==> config.mk <==
export PLATFORM = sky130hd
export DESIGN_NAME = adc_frame_channel_extrema
export DESIGN_NICKNAME = d
export VERILOG_FILES = /design/src/design/afce_pkg.sv /design/src/design/afce_extrema.sv /design/src/design/adc_frame_channel_extrema.sv
export SDC_FILE = /design/constraint.sdc
export NUM_CORES = 1
export LEC_CHECK = 0
export ABC_AREA = 0
export BUFFER_PORTS_ARGS = -buffer_cell sky130_fd_sc_hd__buf_2
export CORE_MARGIN = 5
export CORE_UTILIZATION = 53
export CTS_CLUSTER_SIZE = 10
export DETAILED_ROUTE_END_ITERATION = 10
export PLACE_DENSITY = 0.84
export SLEW_MARGIN = 5
export SYNTH_ARGS = -nofsm -noshare
export SYNTH_HDL_FRONTEND = slang
export SYNTH_SLANG_ARGS = --single-unit
==> constraint.sdc <==
create_clock -name i_clk -period 6.4 [get_ports i_clk]
set_input_delay 0.64 -clock i_clk [delete_from_list [all_inputs] [get_ports i_clk]]
set_output_delay 0.64 -clock i_clk [all_outputs]
set_load 0.005 [all_outputs]
==> src/design/afce_pkg.sv <==
`default_nettype none

package afce_pkg;

    localparam int CountWidthDef = 14;

    localparam logic [31:0] SyncWord    = 32'hFFFF_FFFF;
    localparam logic [31:0] HeaderLimit = 32'h8000_0000;
    localparam logic [7:0]  TagReset    = 8'hEA;
    localparam logic [15:0] FrameReset  = 16'd1500;
    localparam logic signed [13:0] VoltScale = 14'sd7158;

    typedef logic signed [23:0] t_code;

    typedef enum logic [1:0] {
        PH_HUNT    = 2'd0,
        PH_HEADER  = 2'd1,
        PH_SIZE    = 2'd2,
        PH_PAYLOAD = 2'd3
    } t_phase;

    typedef enum logic {
        CFG_TAG   = 1'b0,
        CFG_FRAME = 1'b1
    } t_cfg_idx;

    typedef struct packed {
        logic clear;
        logic update;
    } t_ext_ctrl;

endpackage

`default_nettype wire

==> src/design/afce_extrema.sv <==
`default_nettype none

module afce_extrema
    import afce_pkg::*;
(
    input  wire            i_clk,
    input  wire            i_rst_n,
    input  wire t_ext_ctrl i_ctrl,
    input  wire t_code     i_code,
    output t_code          o_top_max,
    output t_code          o_next_max,
    output t_code          o_top_min,
    output t_code          o_next_min
);

    t_code r_top_max, r_next_max, r_top_min, r_next_min;
    t_code n_top_max, n_next_max, n_top_min, n_next_min;
    t_code base_top_max, base_next_max, base_top_min, base_next_min;

    always_comb begin
        // restart clears before the word is applied
        base_top_max  = i_ctrl.clear ? '0 : r_top_max;
        base_next_max = i_ctrl.clear ? '0 : r_next_max;
        base_top_min  = i_ctrl.clear ? '0 : r_top_min;
        base_next_min = i_ctrl.clear ? '0 : r_next_min;

        n_top_max  = base_top_max;
        n_next_max = base_next_max;
        n_top_min  = base_top_min;
        n_next_min = base_next_min;

        if (i_ctrl.update) begin
            if (i_code > base_top_max) begin
                n_next_max = base_top_max;
                n_top_max  = i_code;
            end else if (i_code != base_top_max && i_code > base_next_max) begin
                n_next_max = i_code;
            end
            if (i_code < base_top_min) begin
                n_next_min = base_top_min;
                n_top_min  = i_code;
            end else if (i_code != base_top_min && i_code < base_next_min) begin
                n_next_min = i_code;
            end
        end
    end

    always_ff @(posedge i_clk) begin
        if (!i_rst_n) begin
            r_top_max  <= '0;
            r_next_max <= '0;
            r_top_min  <= '0;
            r_next_min <= '0;
        end else begin
            r_top_max  <= n_top_max;
            r_next_max <= n_next_max;
            r_top_min  <= n_top_min;
            r_next_min <= n_next_min;
        end
    end

    assign o_top_max  = n_top_max;
    assign o_next_max = n_next_max;
    assign o_top_min  = n_top_min;
    assign o_next_min = n_next_min;

endmodule

`default_nettype wire

==> src/design/adc_frame_channel_extrema.sv <==
// ADC frame parser with extrema tracking for one selected channel.
// Input channel: one 32-bit stream word per beat (i_in_valid / o_in_ready),
// with i_restart clearing the parser and the extrema ahead of that word.
// The parser hunts for the sync word, checks the header and the frame size
// against max_frame_bytes, then walks size/4 payload words. Payload words
// whose top byte matches channel_tag give one result beat each on the output
// channel (o_out_valid / i_out_ready): the sign-extended code, its value in
// volts (signed whole volts) and the running first and second max and min codes.
// Words that are not kept give no output beat.
// A word is taken into the input register, then handled and its result
// loaded into the output register. Throughput: one word per cycle unless a
// waiting result is stalled by the receiver; the whole parse and extrema
// update sit between those two registers.
// When the receiver stalls with a result waiting, the input register holds
// one more word and o_in_ready drops until the result is taken.
// Reset (synchronous, active low) empties both registers, returns the parser
// to hunting, zeroes the extrema and restores the register defaults.
// Config writes (i_cfg_we, i_cfg_index, i_cfg_data) take effect at once; the user
// must make them only while the block is idle, as the block does not enforce it.
`default_nettype none

module adc_frame_channel_extrema
    import afce_pkg::*;
#(
    parameter int COUNT_WIDTH = CountWidthDef
) (
    input  wire                i_clk,
    input  wire                i_rst_n,
    input  wire                i_cfg_we,
    input  wire                i_cfg_index,
    input  wire         [15:0] i_cfg_data,
    input  wire                i_in_valid,
    output logic               o_in_ready,
    input  wire         [31:0] i_stream_word,
    input  wire                i_restart,
    output logic               o_out_valid,
    input  wire                i_out_ready,
    output logic signed [23:0] o_sample_code,
    output logic signed [20:0] o_sample_volts,
    output logic        [22:0] o_max_first,
    output logic        [22:0] o_max_second,
    output logic signed [23:0] o_min_first,
    output logic signed [23:0] o_min_second
);

    localparam logic [15:0] CountMax = 16'((32'd1 << COUNT_WIDTH) - 32'd1);

    logic [7:0]  r_tag;
    logic [15:0] r_max_bytes;

    logic        r_in_valid;
    logic [31:0] r_word;
    logic        r_restart;

    t_phase                 r_phase, n_phase;
    logic [COUNT_WIDTH-1:0] r_left, n_left;

    logic adv, fire, keep;
    t_phase                 phase_cur;
    logic [COUNT_WIDTH-1:0] left_cur, left_dec;
    logic [15:0]            quarter;
    logic [COUNT_WIDTH-1:0] frame_words;

    t_code              code;
    logic signed [37:0] volts_prod;
    t_ext_ctrl          ext_ctrl;
    t_code              ext_top_max, ext_next_max, ext_top_min, ext_next_min;

    always_ff @(posedge i_clk) begin
        if (!i_rst_n) begin
            r_tag       <= TagReset;
            r_max_bytes <= FrameReset;
        end else if (i_cfg_we) begin
            case (i_cfg_index)
                CFG_TAG:   r_tag       <= i_cfg_data[7:0];
                CFG_FRAME: r_max_bytes <= i_cfg_data;
                default:   r_tag       <= r_tag;
            endcase
        end
    end

    assign adv        = !o_out_valid || i_out_ready;
    assign fire       = r_in_valid && adv;
    assign o_in_ready = !r_in_valid || adv;

    always_ff @(posedge i_clk) begin
        if (!i_rst_n) begin
            r_in_valid <= 1'b0;
        end else if (o_in_ready) begin
            r_in_valid <= i_in_valid;
        end
    end

    always_ff @(posedge i_clk) begin
        if (i_in_valid && o_in_ready) begin
            r_word    <= i_stream_word;
            r_restart <= i_restart;
        end
    end

    assign quarter     = {2'b00, r_word[15:2]};
    assign frame_words = (quarter > CountMax) ? '1 : quarter[COUNT_WIDTH-1:0];

    always_comb begin
        phase_cur = r_restart ? PH_HUNT : r_phase;
        left_cur  = r_restart ? '0 : r_left;
        left_dec  = (left_cur != '0) ? left_cur - 1'b1 : left_cur;
        n_phase   = r_phase;
        n_left    = r_left;
        keep      = 1'b0;
        if (fire) begin
            n_phase = phase_cur;
            n_left  = left_cur;
            case (phase_cur)
                PH_HUNT: begin
                    if (r_word == SyncWord) n_phase = PH_HEADER;
                end
                PH_HEADER: begin
                    n_phase = (r_word < HeaderLimit) ? PH_SIZE : PH_HUNT;
                end
                PH_SIZE: begin
                    if (r_word > {16'h0000, r_max_bytes}) begin
                        n_phase = PH_HUNT;
                    end else begin
                        n_left  = frame_words;
                        n_phase = (frame_words == '0) ? PH_HUNT : PH_PAYLOAD;
                    end
                end
                PH_PAYLOAD: begin
                    n_left = left_dec;
                    if (left_dec == '0) n_phase = PH_HUNT;
                    keep = (r_word[31:24] == r_tag);
                end
                default: n_phase = PH_HUNT;
            endcase
        end
    end

    always_ff @(posedge i_clk) begin
        if (!i_rst_n) begin
            r_phase <= PH_HUNT;
            r_left  <= '0;
        end else begin
            r_phase <= n_phase;
            r_left  <= n_left;
        end
    end

    assign code       = $signed(r_word[23:0]);
    // arithmetic shift of the product floors toward minus infinity
    assign volts_prod = code * VoltScale;

    assign ext_ctrl.clear  = fire && r_restart;
    assign ext_ctrl.update = keep;

    afce_extrema u_extrema (
        .i_clk      (i_clk),
        .i_rst_n    (i_rst_n),
        .i_ctrl     (ext_ctrl),
        .i_code     (code),
        .o_top_max  (ext_top_max),
        .o_next_max (ext_next_max),
        .o_top_min  (ext_top_min),
        .o_next_min (ext_next_min)
    );

    always_ff @(posedge i_clk) begin
        if (!i_rst_n) begin
            o_out_valid <= 1'b0;
        end else if (adv) begin
            o_out_valid <= keep;
        end
    end

    always_ff @(posedge i_clk) begin
        if (keep) begin
            o_sample_code  <= code;
            o_sample_volts <= volts_prod[36:16];
            o_max_first    <= ext_top_max[22:0];
            o_max_second   <= ext_next_max[22:0];
            o_min_first    <= ext_top_min;
            o_min_second   <= ext_next_min;
        end
    end

endmodule

`default_nettype wire

Yosys cells after proc, flatten, opt, wreduce, memory -nomap -nowiden --
Index checks and enable logic that the tools add are counted.
Word-level totals: logic and storage cells 78, memories kept 0, RAM bits 0, output and inout bits 141, bits in latches 0, bits of input ports 55, memory bits (read-only) 0, register bits after elaboration 310
Operators by class: shift operators 0, reductions and logical operators 15, $add $sub $neg 1, bitwise operators 1, divide/modulo/power cells 0, eq/ne operators 7, $mul 1, mux-type cells 28, order comparisons 7
Operators with widths (count):
- $mux 24 | 14
- $mux 14 | 4
- $gt 24x24->1 | 2
- $lt 24x24->1 | 2
- $ne 24x24->1 | 2
- $mul 24x13->36 const B | 1
- $eq 32x32->1 const B | 1
- $gt 32x16->1 | 1
- $lt 32x32->1 const B | 1
- $logic_not 14->1 | 2
- $pmux 14 s2 | 1
- $gt 14x14->1 const B | 1
- $reduce_bool 14->1 | 1
- $sub 14x1->14 const B | 1
- $mux 2 | 6
- $eq 8x8->1 | 1
- $pmux 2 s4 | 1
- $logic_and 1x1->1 | 5
- $eq 2x2->1 const B | 2
- $reduce_and 2->1 | 2
- $eq 2x1->1 const B | 1
- $logic_not 1->1 | 2
- $logic_not 2->1 | 1
- $logic_or 1x1->1 | 2
- other kinds (2) | 3

Logic depth before layout (Yosys ltp) --
depth after elaboration 10, mapped depth 20

By module --
From an unflattened synthesis, not the netlist that was laid out.
Second synthesis, totals: cell total of the unflattened synthesis 2326, area, all modules 22998.3 µm²
Modules (own cells, without submodules):
- adc_frame_channel_extrema | cells each 1407, area each 15660.0 µm², instances 1
- afce_extrema | cells each 919, area each 7338.3 µm², instances 1

Least setup slack after synthesis --
Ideal clock, no wire load.
kind reg-to-reg, from register r_word[9], to register o_sample_volts[19], data pin, period minus slack after synthesis 5554 ps, path buffers 0, cell stages (with the launch flop) 20, required time 6135 ps, library setup time 265 ps, arrival 5289 ps, slack 846 ps, path through edfxtp_1 -> fa_1 -> inv_1 -> fa_1 -> inv_1 -> fa_1 -> fa_1 -> inv_1 -> fa_1 -> inv_1 -> ha_1 -> a211oi_1 -> o21ai_0 -> nand2_1 -> nand2_1 -> o31ai_2 -> o211ai_1 -> a41oi_1 -> o21ai_0 -> xor2_1
Between the ends: longest elaborated chain between the ends 1
Ends and longest elaborated chain:
- from (decl) | line adc_frame_channel_extrema.sv:52 | logic [31:0] r_word;
- from (signal assigned) | line adc_frame_channel_extrema.sv:96 | r_word <= i_stream_word;
- $mul 24x13->36 | line adc_frame_channel_extrema.sv:151 | assign volts_prod = code * VoltScale;
- named net volts_prod[35] | line adc_frame_channel_extrema.sv:65 | logic signed [37:0] volts_prod;
- to (signal assigned) | line adc_frame_channel_extrema.sv:178 | o_sample_volts <= volts_prod[36:16];
- to (decl) | line adc_frame_channel_extrema.sv:39 | output logic signed [20:0] o_sample_volts,
The timed path passes the listed nets, and every way through them passes these cells. A chain may end at the register's enable or synchronous reset.

Worst setup path after layout --
from register r_word[12], to register o_sample_volts[20], data pin
Same word-level chain as after synthesis.

==> impl_metrics.csv <==
group,metric,value,unit
floorplan,die_w,214,um
detailed_routing,drt_iter0_markers,1460,
synthesis,syn_area_per_cell,9.93,sq um
detailed_routing,wirelength,60300,um
global_routing,grt_max_degree,106,
clock_network,holdBufCountCts,0,
min_path,worstHoldStart,"i_stream_word[21]",
synthesis,synth_area_leaders,"edfxtp_1 23%, fa_1 15%, ha_1 13%, dfxtp_1 13%, inv_1 6.3%",
global_routing,grt_antenna_before_repair,1,
sta,fin_setup_tns,0,ps
clock_network,cts_buffers,38,
power_and_ir_drop,powerDensity,494,nW/um^2
power_and_ir_drop,p_leak,0.0108,uW
synthesis,synth_edf_count,172,
sta,slew_viol_final,0,
synthesis,ys_ff_latch,310,
global_routing,overflow,0,
worst_setup_path,crit_start,"r_word[12]$_DFFE_PP_",
synthesis,synth_top_area_frac,0.235,
worst_setup_path,crit_family,"adder cells",
floorplan,die-area,45700,sq um
cells_and_area,fin_cells,2990,
synthesis,synth_fp_nets,2668,
sta,worstMarginPinSlew,1040,ps
worst_setup_path,slowest_delay,630,ps
global_routing,grt_first_pass_wirelength,93600,um
synthesis,synth_cell_types,82,
cells_and_area,layout_commonest_cell,"inv_1",
sta,fin_skew,18.9,ps
placement,port-buffer-count,195,
global_routing,grt_util_all_layers,0.263,
global_routing,first_global_vias,17300,
cells_and_area,drive_gt1_frac,0.131,
synthesis,synth_area,22000,sq um
run,cap_violations,0,
min_path,min_path_type,"input port to flop",
clock_network,post_cts_buffers,0,
worst_setup_path,r2r_slack,430,ps
detailed_routing,wl_per_cell,20.2,um
cells_and_area,fillers,3386,
clock_network,cts_resized,0,
floorplan,start_util,0.537,
detailed_routing,drcViolationCount,0,
clock_network,htreeDepth,2,
cells_and_area,design_area,24900,sq um
worst_setup_path,arrival,6330,ps
synthesis,ys_warn_count,0,
cells_and_area,seq_area,7930,sq um
detailed_routing,first_pass_iters,8,
detailed_routing,num_vias,17200,
sta,hold_viol_final,0,
synthesis,ys_seq_area_frac,0.360,
cells_and_area,syn_to_final_growth,13.2,%
sta,max_freq,0.168,GHz
placement,dpl-instance-area,23700,sq um
floorplan,ios,196,
cells_and_area,multiInputGateArea,12400,sq um
worst_setup_path,start_kind,"flop",
clock_network,cts_tree,"yes",
worst_setup_path,path_class,"flop to flop",
worst_setup_path,worst_path_most_repeated_cell,"fa_1",
placement,place_congestion,0.980,
floorplan,num_rows,74,
sta,rsz0062_at_grt,"false",
floorplan,die-height,214,um
sta,max_slew_margin,0.305,
worst_setup_path,cp_slowest_cell,"edfxtp_1",
clock_network,clkTransAtPathRegs,60,ps
worst_setup_path,timing.rr.start,"r_word[12]$_DFFE_PP_",
outcome,outcome,"complete, no violations",
synthesis,synth_largest_area_cell,"edfxtp_1",
synthesis,async_flop_share,0,
synthesis,synthFlopType,"edfxtp_1",
sta,period_minus_slack,5970,ps
worst_setup_path,crit_fanout,11,
synthesis,syn_inst,2214,
min_path,whs_endpoint,"r_word[21]$_DFFE_PP_",
clock_network,cts.sinks,310,
placement,placed_cells,2919,
clock_network,clockBufferDepth,3,
clock_network,insertion_delay,560,ps
worst_setup_path,critPathBufInv,4,
min_path,whs_path_depth,1,
detailed_routing,antenna_left,0,
worst_setup_path,path_cells,"fa_1 > inv_1 > fa_1 > inv_1 > fa_1 > fa_1 > inv_1 > fa_1 > inv_1 > ha_1 > nand2_1 > a21oi_1 > nand3_1 > nor2_1 > o31ai_2 > o211ai_1 > a41oi_1 > or3b_2 > o311ai_1",
cells_and_area,final_cell_mix,"369 x inv_1, 246 x nand2_1, 229 x ha_1",
power_and_ir_drop,irDropWorstVdd,0.712,mV
cells_and_area,nets,2881,
worst_setup_path,worst_r2r_path_depth,19,
clock_network,cts-root-buf,"clkbuf_16",
worst_setup_path,r2r_end,"o_sample_volts[20]$_DFFE_PP_",
floorplan,core,40900,sq um
worst_setup_path,end_kind,"flop",
sta,finalCritPeriodShare,0.932,
detailed_routing,via_per_inst,5.74,
sta,finalSetupViolations,0,
worst_setup_path,crit_required,6760,ps
placement,hpwl,46400,um
-- worst max path at each step --
stage                              endpoint  cells after the start
6_report       o_sample_volts[20]$_DFFE_PP_                     19
5_1_grt        o_sample_volts[20]$_DFFE_PP_                     19
4_1_cts        o_sample_volts[20]$_DFFE_PP_                     19
3_5_place_dp   o_sample_volts[20]$_DFFE_PP_                     19
3_3_place_gp   o_sample_volts[19]$_DFFE_PP_                     19
2_1_floorplan  o_sample_volts[19]$_DFFE_PP_                     19
-- metal layers --
metal,part of all wire,GRT usage,vias to the layer above
met4,0.031,0.0779,0
met5,0,0,-
met1,0.40,0.353,8377
met3,0.086,0.0541,145
li1,-,-,7900
met2,0.48,0.437,748
-- cells in the mapped netlist, types with 6 or more instances --
library cell and number:
inv_1 370, nand2_1 247, ha_1 229, edfxtp_1 172
fa_1 170, dfxtp_1 138, a21oi_1 104, o21ai_0 100
and2_1 95, nor2_1 73, clkbuf_1 52, nor3_1 50
xnor2_1 44, nand3_1 31, nand4_1 31, a211o_1 23
o2bb2ai_1 22, nor2b_1 16, a21boi_0 15, a21o_1 15
buf_2 13, nand2b_1 13, o211ai_1 13, a211oi_1 12
nor4_1 11, o21a_1 11, xor2_1 11, o21ai_1 10
a22oi_1 8, o221ai_1 7, o31ai_1 6
-- area by class of cell --
| type | instances | share of cell area |
|---|---|---|
| Clock inverter | 5 | 0.00181 |
| Clock buffer | 65 | 0.0443 |
| Antenna cell | 1 | 0.000101 |
| Multi-Input combinational cell | 1459 | 0.497 |
| Timing Repair Buffer | 247 | 0.0555 |
| Sequential cell | 310 | 0.318 |
| Tap cell | 532 | 0.0267 |
| Inverter | 371 | 0.0561 |
-- power breakdown --
group	switching (uW)	internal, uW	total, uW	leakage, uW
Clock	838	1180	2010	0.000549
Sequential	59.5	2520	2580	0.00249
Combinational	4430	3270	7700	0.00778
Total	5330	6960	12300	0.0108
-- metrics by stage --
stage / hold WS, ps / setup WS (ps) / power, uW / util
finish: 255 / 433 / 12300 / 0.608
global route: 229 / 156 / 13500 / 0.608
CTS: 232 / 452 / 12400 / 0.608
detailed placement: 462 / 482 / 10300 / 0.580
global placement: 457 / 586 / 10100 / 0.580
floorplan: 443 / 846 / 8520 / -
-- kinds of logic (layout without fill, tap and decap cells) --
family / count (synthesis) / in the layout / synth area share
AND/OR/NAND/NOR: 604 / 604 / 0.134
buffers and inverters: 445 / 688 / 0.0777
adder cells (fa/ha/maj): 403 / 403 / 0.287
AO/OA/AOI/OAI: 393 / 393 / 0.117
flip-flops: 310 / 310 / 0.360
XOR/XNOR: 55 / 55 / 0.0219
multiplexers: 4 / 4 / 0.00193
other: 0 / 1 / 0
-- state kept, by name, indices dropped and copies added (netlist names) --
| signal | cells |
|---|---|
| o_out_valid | 1 |
| o_max_first | 23 |
| r_word | 32 |
| o_min_first | 24 |
| o_max_second | 23 |
| r_in_valid | 1 |
| u_extrema.r_next_max | 24 |
| u_extrema.r_next_min | 24 |
| u_extrema.r_top_min | 24 |
| o_sample_code | 24 |
| o_min_second | 24 |
| r_left | 14 |
| r_phase | 2 |
| r_restart | 1 |
| r_max_bytes | 16 |
| o_sample_volts | 21 |
| r_tag | 8 |
| u_extrema.r_top_max | 24 |
No activity file was read; power rests on OpenSTA's default activity.
